**src/rtl/prq_pkg.sv**
```systemverilog
// shared constants and types for the priority run queue scheduler
// no dependencies
`timescale 1ns / 1ps
package prq_pkg;
  localparam int Levels = 64;
  localparam int Threads = 64;
  localparam int LvlW = $clog2(Levels);
  localparam int TidW = $clog2(Threads);
  localparam logic [31:0] LcgMul = 32'd1103515245;
  localparam logic [31:0] LcgAdd = 32'd12345;
  localparam logic [15:0] ThreshReset = 16'h2000;
  localparam logic [31:0] SeedReset = 32'd871223;
  localparam logic [1:0] CfgThresh = 2'd0;
  localparam logic [1:0] CfgSeed = 2'd1;
  localparam logic [1:0] CfgBoot = 2'd2;
  localparam logic ActEnq = 1'b0;

  typedef struct packed {
    logic       action;
    logic [5:0] thread_id;
    logic signed [7:0] priority_req;
  } in_word_t;

  typedef struct packed {
    logic       switched;
    logic [5:0] running_thread;
    logic [5:0] previous_thread;
  } out_word_t;
endpackage

```
**src/rtl/prq_if.sv**
```systemverilog
// valid/ready channel carrying one word of a given type
// depends on prq_pkg for the word types
`timescale 1ns / 1ps
interface prq_in_if (input logic clk);
  logic valid;
  logic ready;
  prq_pkg::in_word_t data;
  modport source (output valid, output data, input ready);
  modport sink (input valid, input data, output ready);
endinterface

interface prq_out_if (input logic clk);
  logic valid;
  logic ready;
  prq_pkg::out_word_t data;
  modport source (output valid, output data, input ready);
  modport sink (input valid, input data, output ready);
endinterface

```
**src/rtl/prq_ram.sv**
```systemverilog
// generic single write, single registered read ram
// no dependencies
`timescale 1ns / 1ps
module prq_ram #(
  parameter int Width = 6,
  parameter int Depth = 64
) (
  input  logic                     clk,
  input  logic                     we,
  input  logic [$clog2(Depth)-1:0] waddr,
  input  logic [Width-1:0]         wdata,
  input  logic [$clog2(Depth)-1:0] raddr,
  output logic [Width-1:0]         rdata
);
  logic [Width-1:0] mem [Depth];
  always_ff @(posedge clk) begin
    if (we) mem[waddr] <= wdata;
    rdata <= mem[raddr];
  end
endmodule

```
**src/rtl/priority_run_queue_scheduler_top.sv**
```systemverilog
// priority run queue scheduler: sequencer, level scan and linked queues
// depends on prq_pkg, prq_if and prq_ram
// enqueue: once the input word is accepted, S_ENQ_R reads the tail, S_ENQ_W appends and
// S_OUT registers the result; reschedule: levels are scanned from the top, one shared lcg
// multiply per non-empty level, dequeue and requeue on a pick, then S_OUT registers the
// result; one word at a time, input ready again once the result word is taken
// synchronous active-low reset clears queue flags, running thread, fsm; heads,
// tails and links stay unknown until written
`timescale 1ns / 1ps
module priority_run_queue_scheduler_top (
  input  logic        clk,
  input  logic        rst_n,
  prq_in_if.sink      in_ch,
  prq_out_if.source   out_ch,
  input  logic        cfg_we,
  input  logic [1:0]  cfg_index,
  input  logic [31:0] cfg_wdata
);
  localparam int LW = prq_pkg::LvlW;
  localparam int TW = prq_pkg::TidW;

  typedef enum logic [11:0] {
    S_IDLE  = 12'b000000000001,
    S_ENQ_R = 12'b000000000010,
    S_ENQ_W = 12'b000000000100,
    S_SCAN  = 12'b000000001000,
    S_MUL   = 12'b000000010000,
    S_CMP   = 12'b000000100000,
    S_DQ_R  = 12'b000001000000,
    S_DQ_L  = 12'b000010000000,
    S_DQ_W  = 12'b000100000000,
    S_RQ_R  = 12'b001000000000,
    S_RQ_W  = 12'b010000000000,
    S_OUT   = 12'b100000000000
  } state_t;

  state_t state_r, state_nxt;
  logic [15:0] thresh_r;
  logic [31:0] rnd_r, prod_r;
  logic [LW-1:0] cur_pri_r, lvl_r, app_lvl_r;
  logic [TW-1:0] cur_r, prev_r, app_tid_r, pick_r;
  logic [prq_pkg::Levels-1:0] nonempty_r;
  logic lvl_done_r;
  prq_pkg::out_word_t res_r;
  logic out_v_r;

  // head/tail/link rams
  logic head_we, tail_we, link_we;
  logic [LW-1:0] head_wa, tail_wa, lvl_ra;
  logic [TW-1:0] head_wd, tail_wd, link_wa, link_wd, link_ra;
  logic [TW-1:0] head_rd, tail_rd, link_rd;

  prq_ram #(.Width(TW), .Depth(prq_pkg::Levels)) u_head (.clk, .we(head_we),
    .waddr(head_wa), .wdata(head_wd), .raddr(lvl_ra), .rdata(head_rd));
  prq_ram #(.Width(TW), .Depth(prq_pkg::Levels)) u_tail (.clk, .we(tail_we),
    .waddr(tail_wa), .wdata(tail_wd), .raddr(lvl_ra), .rdata(tail_rd));
  prq_ram #(.Width(TW), .Depth(prq_pkg::Threads)) u_link (.clk, .we(link_we),
    .waddr(link_wa), .wdata(link_wd), .raddr(link_ra), .rdata(link_rd));

  logic in_acc;
  assign in_acc = in_ch.valid && in_ch.ready;
  assign in_ch.ready = (state_r == S_IDLE) && !out_v_r;
  assign out_ch.valid = out_v_r;
  assign out_ch.data = res_r;

  logic signed [7:0] preq;
  logic [LW-1:0] clamp_lvl;
  assign preq = in_ch.data.priority_req;
  always_comb begin
    if (preq < 0) clamp_lvl = '0;
    else if (preq > 8'sd63) clamp_lvl = LW'(prq_pkg::Levels - 1);
    else clamp_lvl = preq[LW-1:0];
  end

  logic [14:0] draw;
  logic [31:0] rnd_new;
  assign rnd_new = prod_r + prq_pkg::LcgAdd;
  assign draw = rnd_new[30:16];

  always_comb begin
    state_nxt = state_r;
    head_we = 1'b0; tail_we = 1'b0; link_we = 1'b0;
    head_wa = app_lvl_r; tail_wa = app_lvl_r; head_wd = app_tid_r; tail_wd = app_tid_r;
    link_wa = tail_rd; link_wd = app_tid_r;
    lvl_ra = app_lvl_r; link_ra = head_rd;
    case (state_r)
      S_IDLE: if (in_acc) begin
        if (in_ch.data.action == prq_pkg::ActEnq) state_nxt = S_ENQ_R;
        else state_nxt = S_SCAN;
      end
      S_ENQ_R: state_nxt = S_ENQ_W;
      S_ENQ_W: begin
        // append: empty level takes head, else link from old tail
        if (!nonempty_r[app_lvl_r]) head_we = 1'b1;
        else link_we = 1'b1;
        tail_we = 1'b1;
        state_nxt = S_OUT;
      end
      S_SCAN: begin
        if (lvl_done_r) state_nxt = S_OUT;
        else if (nonempty_r[lvl_r]) state_nxt = S_MUL;
      end
      S_MUL: state_nxt = S_CMP;
      S_CMP: begin
        lvl_ra = lvl_r;
        if ({1'b0, draw} < thresh_r) state_nxt = S_DQ_R;
        else state_nxt = S_SCAN;
      end
      S_DQ_R: begin lvl_ra = lvl_r; state_nxt = S_DQ_L; end
      S_DQ_L: begin lvl_ra = lvl_r; link_ra = head_rd; state_nxt = S_DQ_W; end
      S_DQ_W: begin
        head_wa = lvl_r; head_wd = link_rd;
        head_we = (head_rd != tail_rd);
        lvl_ra = cur_pri_r;
        state_nxt = S_RQ_R;
      end
      S_RQ_R: state_nxt = S_ENQ_W;
      S_RQ_W: state_nxt = S_OUT;
      S_OUT: state_nxt = S_IDLE;
      default: state_nxt = S_IDLE;
    endcase
  end

  always_ff @(posedge clk) begin
    if (!rst_n) begin
      state_r <= S_IDLE;
      thresh_r <= prq_pkg::ThreshReset;
      rnd_r <= prq_pkg::SeedReset;
      cur_pri_r <= '0;
      cur_r <= '0;
      nonempty_r <= '0;
      out_v_r <= 1'b0;
      lvl_done_r <= 1'b0;
    end else begin
      state_r <= state_nxt;
      if (out_ch.valid && out_ch.ready) out_v_r <= 1'b0;
      if (cfg_we) begin
        case (cfg_index)
          prq_pkg::CfgThresh: thresh_r <= cfg_wdata[15:0];
          prq_pkg::CfgSeed: rnd_r <= cfg_wdata;
          prq_pkg::CfgBoot: cur_pri_r <= cfg_wdata[LW-1:0];
          default: ;
        endcase
      end
      case (state_r)
        S_IDLE: if (in_acc) begin
          prev_r <= cur_r;
          app_tid_r <= in_ch.data.thread_id[TW-1:0];
          app_lvl_r <= clamp_lvl;
          lvl_r <= LW'(prq_pkg::Levels - 1);
          lvl_done_r <= 1'b0;
          res_r.switched <= 1'b0;
        end
        S_ENQ_W: nonempty_r[app_lvl_r] <= 1'b1;
        S_SCAN: if (!lvl_done_r && !nonempty_r[lvl_r]) begin
          if (lvl_r == '0) lvl_done_r <= 1'b1;
          lvl_r <= lvl_r - 1'b1;
        end
        S_MUL: prod_r <= rnd_r * prq_pkg::LcgMul;
        S_CMP: begin
          rnd_r <= rnd_new;
          if (!({1'b0, draw} < thresh_r)) begin
            if (lvl_r == '0) lvl_done_r <= 1'b1;
            lvl_r <= lvl_r - 1'b1;
          end
        end
        S_DQ_W: begin
          pick_r <= head_rd;
          if (head_rd == tail_rd) nonempty_r[lvl_r] <= 1'b0;
          app_tid_r <= cur_r;
          app_lvl_r <= cur_pri_r;
        end
        S_RQ_R: begin
          cur_r <= pick_r;
          cur_pri_r <= lvl_r;
          res_r.switched <= 1'b1;
        end
        S_OUT: begin
          out_v_r <= 1'b1;
          res_r.running_thread <= cur_r;
          res_r.previous_thread <= prev_r;
        end
        default: ;
      endcase
    end
  end

`ifndef SYNTHESIS
  a_no_accept_busy: assert property (@(posedge clk) disable iff (!rst_n)
    in_acc |-> state_r == S_IDLE) else $error("accept while busy");
  a_out_hold: assert property (@(posedge clk) disable iff (!rst_n)
    out_v_r && !out_ch.ready |=> out_v_r && $stable(res_r)) else $error("result dropped");
  a_enq_same: assert property (@(posedge clk) disable iff (!rst_n)
    out_v_r && !res_r.switched |-> res_r.running_thread == res_r.previous_thread)
    else $error("thread changed without switch");
`endif
endmodule
```
**src/flat_wrapper.sv**
```systemverilog
// flat-port wrapper written by rule: the top's interface ports become plain ports
module priority_run_queue_scheduler_top_flat 
  (clk, rst_n, cfg_we, cfg_index, cfg_wdata, in_ch_valid, in_ch_data, in_ch_ready, out_ch_valid, out_ch_data, out_ch_ready);
  prq_in_if in_ch_i (.clk(clk));
  prq_out_if out_ch_i (.clk(clk));
  input  logic clk;
  input  logic rst_n;
  input  logic cfg_we;
  input  logic [1:0] cfg_index;
  input  logic [31:0] cfg_wdata;
  input wire logic [$bits(in_ch_i.valid)-1:0] in_ch_valid;
  input wire logic [$bits(in_ch_i.data)-1:0] in_ch_data;
  output wire logic [$bits(in_ch_i.ready)-1:0] in_ch_ready;
  output wire logic [$bits(out_ch_i.valid)-1:0] out_ch_valid;
  output wire logic [$bits(out_ch_i.data)-1:0] out_ch_data;
  input wire logic [$bits(out_ch_i.ready)-1:0] out_ch_ready;
  assign in_ch_i.valid = in_ch_valid;
  assign in_ch_i.data = in_ch_data;
  assign in_ch_ready = in_ch_i.ready;
  assign out_ch_valid = out_ch_i.valid;
  assign out_ch_data = out_ch_i.data;
  assign out_ch_i.ready = out_ch_ready;
  priority_run_queue_scheduler_top u_core (.clk(clk), .rst_n(rst_n), .in_ch(in_ch_i), .out_ch(out_ch_i), .cfg_we(cfg_we), .cfg_index(cfg_index), .cfg_wdata(cfg_wdata));
endmodule
```
**config.mk**
```make
export PLATFORM = sky130hd
export DESIGN_NAME = priority_run_queue_scheduler_top_flat
export DESIGN_NICKNAME = d
export VERILOG_FILES = /design/src/rtl/prq_pkg.sv /design/src/rtl/prq_if.sv /design/src/rtl/prq_ram.sv /design/src/rtl/priority_run_queue_scheduler_top.sv /design/src/flat_wrapper.sv
export SDC_FILE = /design/constraint.sdc
export NUM_CORES = 2
export LEC_CHECK = 0
export ABC_AREA = 1
export BUFFER_PORTS_ARGS = -buffer_cell sky130_fd_sc_hd__buf_4
export CORE_UTILIZATION = 40
export DETAILED_ROUTE_END_ITERATION = 7
export SLEW_MARGIN = 20
export SYNTH_ARGS = -nofsm -noshare
export SYNTH_HDL_FRONTEND = slang
export SYNTH_SLANG_ARGS = --single-unit
```
**constraint.sdc**
```tcl
create_clock -name clk -period 11.6 [get_ports clk]
set_clock_uncertainty 0.15 [all_clocks]
set_input_delay 1.16 -clock clk [delete_from_list [all_inputs] [get_ports clk]]
set_output_delay 1.16 -clock clk [all_outputs]
set_load 0.1 [all_outputs]
```
# After elaboration in Yosys (flattened, before gate mapping)
# Memory sizes are Yosys's and may differ from the RTL's. A register that Yosys moved wholly into a read port is not among the register bits.
# Cells that the tools add are included.
[totals]
reg_bits = 213
inputBits = 54
ram_bits = 1152
output_inout_bits = 15
n_memories = 3
wordCells = 144
[mem_list]
columns = ["memory", "depth", "word_bits", "read_ports", "rd_clocked_by_memory_dff", "wr", "line_no", "rtl"]
rows = [
  ["u_core.u_head.mem", 64, 6, 1, 1, 1, "prq_ram.sv:15", "logic [Width-1:0] mem [Depth];"],
  ["u_core.u_link.mem", 64, 6, 1, 1, 1, "prq_ram.sv:15", ""],
  ["u_core.u_tail.mem", 64, 6, 1, 1, 1, "prq_ram.sv:15", ""],
]
[op_classes]
n_reduce_logical = 36
addsub = 2
magnitude_cmp = 7
bitwise = 3
eq_ne = 21
mux = 54
mul = 1
[ops]
columns = ["cell", "n"]
rows = [
  ["$pmux 64 s2", 1],
  ["$pmux 12 s9", 1],
  ["$mux 32", 3],
  ["$mux 6", 12],
  ["$and 64x64->64", 1],
  ["$mux 64", 1],
  ["$not 64->64", 1],
  ["$or 64x64->64", 1],
  ["$mux 12", 3],
  ["$pmux 6 s2", 3],
  ["$add 32x14->32 const B", 1],
  ["$mul 32x31->32 const B", 1],
  ["$mux 1", 20],
  ["$pmux 6 s3", 1],
  ["$lt 15x16->1", 1],
  ["$reduce_and 2->1", 8],
  ["$reduce_bool 2->1", 8],
  ["$lt 6x7->1 const B", 2],
  ["$bmux 1 s6", 2],
  ["$demux 1 s6", 2],
  ["$eq 12x1->1 const B", 1],
  ["$eq 12x10->1 const B", 1],
  ["$eq 12x11->1 const B", 1],
  ["$eq 12x12->1 const B", 1],
  ["33 further kinds", 47],
]

# Longest topological paths before layout
[logic_depth]
word_depth = 8
depth_mapped = 27
ltp_nobuf = 27

# Modules after synthesis
# Synthesis repeated with hierarchy kept, for this count alone.
[hier_totals]
cells_unflattened = 6393
area_unflattened_um2 = 67088.1
[modules_own_cells]
columns = ["module", "instances", "cells_per_inst", "area_each_um2", "seq_area_each_um2"]
rows = [
  ["prq_ram", 3, 1376, 15930.3, 11651.2],
  ["priority_run_queue_scheduler_top", 1, 2265, 19297.3, 4944.7],
]

# Worst setup path after synthesis
# Ideal clock, no wire load.
[synth_path]
path_kind = "register to register"
from = "register u_core.rnd_r[5]"
to = "register u_core.prod_r[29], data pin"
arrival_ns = 5.701
path_stages_with_launch = 26
setup_time_ns = 0.260
synth_period_minus_slack_ns = 6.111
setup_slack_ns = 5.489
path_buffers = 0
required_ns = 11.190
path_cell_list = "dfxtp_1 -> ha_1 -> xnor2_1 -> inv_1 -> ha_1 -> a21oi_1 -> fa_1 -> fa_1 -> fa_1 -> fa_1 -> inv_1 -> fa_1 -> inv_1 -> fa_1 -> inv_1 -> ha_1 -> nand2_1 -> nor4_1 -> nand3_1 -> nand3_1 -> nand2_1 -> nand2_1 -> a21oi_1 -> nor2_1 -> nor2_1 -> xor2_1"
[synth_between]
elab_chain_len = 1
[synth_lines]
columns = ["element", "line_no", "rtl"]
rows = [
  ["from (decl)", "priority_run_queue_scheduler_top.sv:39", "logic [31:0] rnd_r, prod_r;"],
  ["from (signal assigned)", "priority_run_queue_scheduler_top.sv:128", "rnd_r <= prq_pkg::SeedReset;"],
  ["from (signal assigned)", "priority_run_queue_scheduler_top.sv:140", "prq_pkg::CfgSeed: rnd_r <= cfg_wdata;"],
  ["from (signal assigned)", "priority_run_queue_scheduler_top.sv:161", "rnd_r <= rnd_new;"],
  ["$mul 32x31->32", "priority_run_queue_scheduler_top.sv:159", "S_MUL: prod_r <= rnd_r * prq_pkg::LcgMul;"],
  ["to (signal assigned)", "priority_run_queue_scheduler_top.sv:159", ""],
  ["to (decl)", "priority_run_queue_scheduler_top.sv:39", ""],
]
# No other way between the ends.
# A chain may end at the register's enable or synchronous reset.

# Worst setup path after layout
[layout_path]
from = "register u_core.rnd_r[8]"
to = "register u_core.prod_r[28], data pin"
# The elaborated chain is that of the path after synthesis.

==> out/metrics.cfg <==
[status]
run_status = complete, no violations

[worst_setup_path]
start_kind = flop
crit_type = flop to flop
startpoint = u_core.rnd_r[8]
cp_max_fo = 8
worstSetupEndpointType = flop
crit_required_ns = 12.00
reg2reg_from = u_core.rnd_r[8]
rrSetupSlack_ns = 4.43
worst-endpoint-arrival_ns = 7.57
r2r_end = u_core.prod_r[28]
crit_end = u_core.prod_r[28]
r2r_cells = 22

[logic_synthesis]
synth_ff_type = edfxtp_1
syn_area_sq_mm = 0.0687
post_synth_num_cell_types = 60
yosysWarnings = 0
yosysSeqAreaShare_pct = 58.0
async_flop_share_pct = 0
syn_inst = 6662
ys_ff_latch = 1380
synth_fp_nets = 7077
syn-mean-instance-area_sq_um = 10.3
synth-edff-count = 1226

[cts]
h-tree-depth = 4
holdBufCountCts = 0
path_clk_slew_ns = 0.06
cts_sinks = 1380
cts-root-buf = clkbuf_16
clk_latency_ns = 0.82
cts_resized = 0
cts_tree = done
cts_made_buffers = 152
cts_buffer_depth = 3
post-cts-setup-buffers = 0

[cells_and_area]
final_common_cell = edfxtp_1
fin_area_sq_mm = 0.0759
drive_gt1_share_pct = 6.52
regArea_sq_mm = 0.0399
fin_nets = 7010
multi_input_area_sq_mm = 0.0232
syn_to_final_growth_pct = 10.5
layout_common_cells = 1226 x edfxtp_1, 1055 x inv_1, 822 x nand2_1
fill_cells = 15900

[timing]
finalCritPeriodShare_pct = 61.8
finalSetupTns_ns = 0
period_needed_ns = 7.17
rsz0062_at_grt = false
slew_violations = 0
fin_hold_ws_ns = 0.267
final-hold-violation-count = 0
tightest_slew_ns = 1.25
maxSlewHeadroom_pct = 15.8
fin_ws_ns = 4.43
max_freq_mhz = 139
setup_viol = 0

[grt]
grt_max_degree = 233
grt_pass1_wl_um = 288000
grtUsageMet1_pct = 29.5
grt_busiest_layer = met2
grt_util_met2_pct = 34.5
grtUsageMet3_pct = 3.56
antenna_found_initial = 4
first_global_vias = 46500
overflow = 0
grt_use_total_pct = 21.7

[power_and_ir_drop]
vdd_drop_max_v = 0.000513
p_leak_uw = 0.0293
power_uw = 19100
power_density_mw_per_mm2 = 252

[floorplan]
start_util_pct = 40.4
coreArea_sq_mm = 0.170
rows = 151
dieArea_sq_mm = 0.173
die_y_um = 417
io_pins = 69
dieWidth_um = 417

[place]
hpwl_um = 121000
port_buffers = 67
gp_congestion = 0.912
dp_slack_ns = 4.52
postPlaceCellArea_sq_mm = 0.0710

[detailed_routing]
via_per_inst = 5.43
drt-initial-drc-count = 4576
drtAntennaViolNets = 0
totalWireLength_um = 190000
drt-pass1-iter-count = 6
drt-wirelength-per-cell_um = 21.3
drc = 0
num_vias = 48500

[run]
cap_violations = 0

[min_path]
hold_path.class = flop to flop

## sequential cells by signal (all words and copies together), names as in the netlist, 11 cells and up
name                cells
u_core.nonempty_r      64
u_core.out_ch.data     13
u_core.prod_r          31
u_core.rnd_r           31
u_core.state_r         11
u_core.thresh_r        16
u_core.u_head.mem     384
u_core.u_link.mem     384
u_core.u_tail.mem     384
## synthesized netlist by cell type (3+ instances only)
library cell | count | area (sq um)
buf_4 | 34 | 255
xnor2_1 | 35 | 307
o32ai_1 | 3 | 26.3
nor2_1 | 607 | 2280
nand3_4 | 9 | 158
fa_1 | 176 | 3520
nand3_1 | 669 | 3350
nor3_1 | 30 | 150
clkbuf_1 | 203 | 762
a22oi_1 | 4 | 30.0
nor2_2 | 3 | 18.8
buf_6 | 8 | 90.1
nand2_1 | 830 | 3120
clkinv_1 | 5 | 18.8
o22ai_1 | 144 | 901
buf_1 | 26 | 97.6
o21ai_0 | 416 | 2080
a31oi_1 | 8 | 50.1
o211ai_1 | 141 | 1060
o21bai_1 | 5 | 37.5
o21ai_1 | 48 | 240
o31ai_1 | 6 | 45.0
dfxtp_1 | 154 | 3080
xor2_1 | 41 | 359
a221oi_1 | 11 | 96.3
a21oi_1 | 150 | 751
o21a_1 | 5 | 37.5
buf_2 | 93 | 465
ha_1 | 185 | 2310
nand2_2 | 5 | 31.3
edfxtp_1 | 1226 | 36800
a211oi_1 | 5 | 37.5
o2111ai_1 | 4 | 35.0
nor4_1 | 10 | 62.6
nor3b_1 | 3 | 22.5
o221ai_1 | 20 | 175
inv_2 | 21 | 78.8
nand3_2 | 8 | 80.1
nor3_2 | 4 | 40.0
inv_1 | 1057 | 3970
o41ai_1 | 6 | 52.6
nand4_1 | 222 | 1390
## layout make-up
type / instances / area share [%]
Timing Repair Buffer: 143 / 1.45
Tap cell: 2218 / 3.65
Sequential cell: 1380 / 52.5
Multi-Input combinational cell: 3835 / 30.5
Clock buffer: 192 / 5.34
Inverter: 1083 / 5.37
Antenna cell: 1 / 0.00330
Clock inverter: 85 / 1.11
## worst min-delay path by stage
stage	to	cells past startpoint	slack, ns	from
3_5_place_dp	u_core.out_ch.data[4]	0	0.26	u_core.prev_r[4]
5_1_grt	u_core.out_ch.data[5]	0	0.28	u_core.prev_r[5]
4_1_cts	u_core.out_ch.data[4]	0	0.27	u_core.prev_r[4]
6_report	u_core.out_ch.data[4]	0	0.27	u_core.prev_r[4]
3_3_place_gp	u_core.out_ch.data[5]	0	0.25	u_core.prev_r[5]
2_1_floorplan	u_core.out_ch.data[0]	0	0.25	u_core.prev_r[0]
## cells by family (layout without fill, tap and decap cells)
family / count (synthesis) / after routing / synth area share, %
xor+xnor: 76 / 76 / 0.968
buf+inv: 1447 / 1503 / 8.34
simple gates: 2409 / 2409 / 15.7
fa+ha+maj: 361 / 361 / 8.49
other cells: 0 / 1 / 0
flops: 1380 / 1380 / 58.0
mux: 2 / 2 / 0.0328
compound gates: 987 / 987 / 8.40
## stage by stage
stage / utilization, % / instances
3_3_place_gp: 41.8 / 8659
6_report: 44.7 / 8937
3_5_place_dp: 41.8 / 8659
2_1_floorplan: - / 6662
4_1_cts: 44.7 / 8936
5_1_grt: 44.7 / 8936
## where the power goes
part	total (uW)	switching, uW	internal (uW)
registers	6180	115	6070
logic	8170	5440	2730
clock network	4760	2070	2680
total	19100	7620	11500
## worst max-delay path: stages, from the launching register on
cell     delay (ns)
dfxtp_1        0.66
ha_1           0.39
xnor2_1        0.39
inv_1          0.12
ha_1           0.20
nor2_1         0.20
fa_1           0.47
fa_1           0.50
inv_1          0.05
fa_1           0.50
inv_1          0.06
fa_1           0.56
fa_1           0.44
fa_1           0.51
inv_1          0.04
ha_1           0.36
nand2_1        0.08
nor2_1         0.17
inv_1          0.06
o21ai_0        0.38
a21oi_1        0.24
o21ai_0        0.26
xor2_1         0.09
## per-layer routing
metal | vias to the layer above | share of wire (%) | routed length [um]
met2 | 1869 | 46 | 88300
met4 | 4 | 3.9 | 7380
met1 | 23600 | 42 | 80400
met5 | - | 0.014 | 26
met3 | 358 | 7.6 | 14400
li1 | 22700 | - | -
Power figures use the tool's default switching activity.
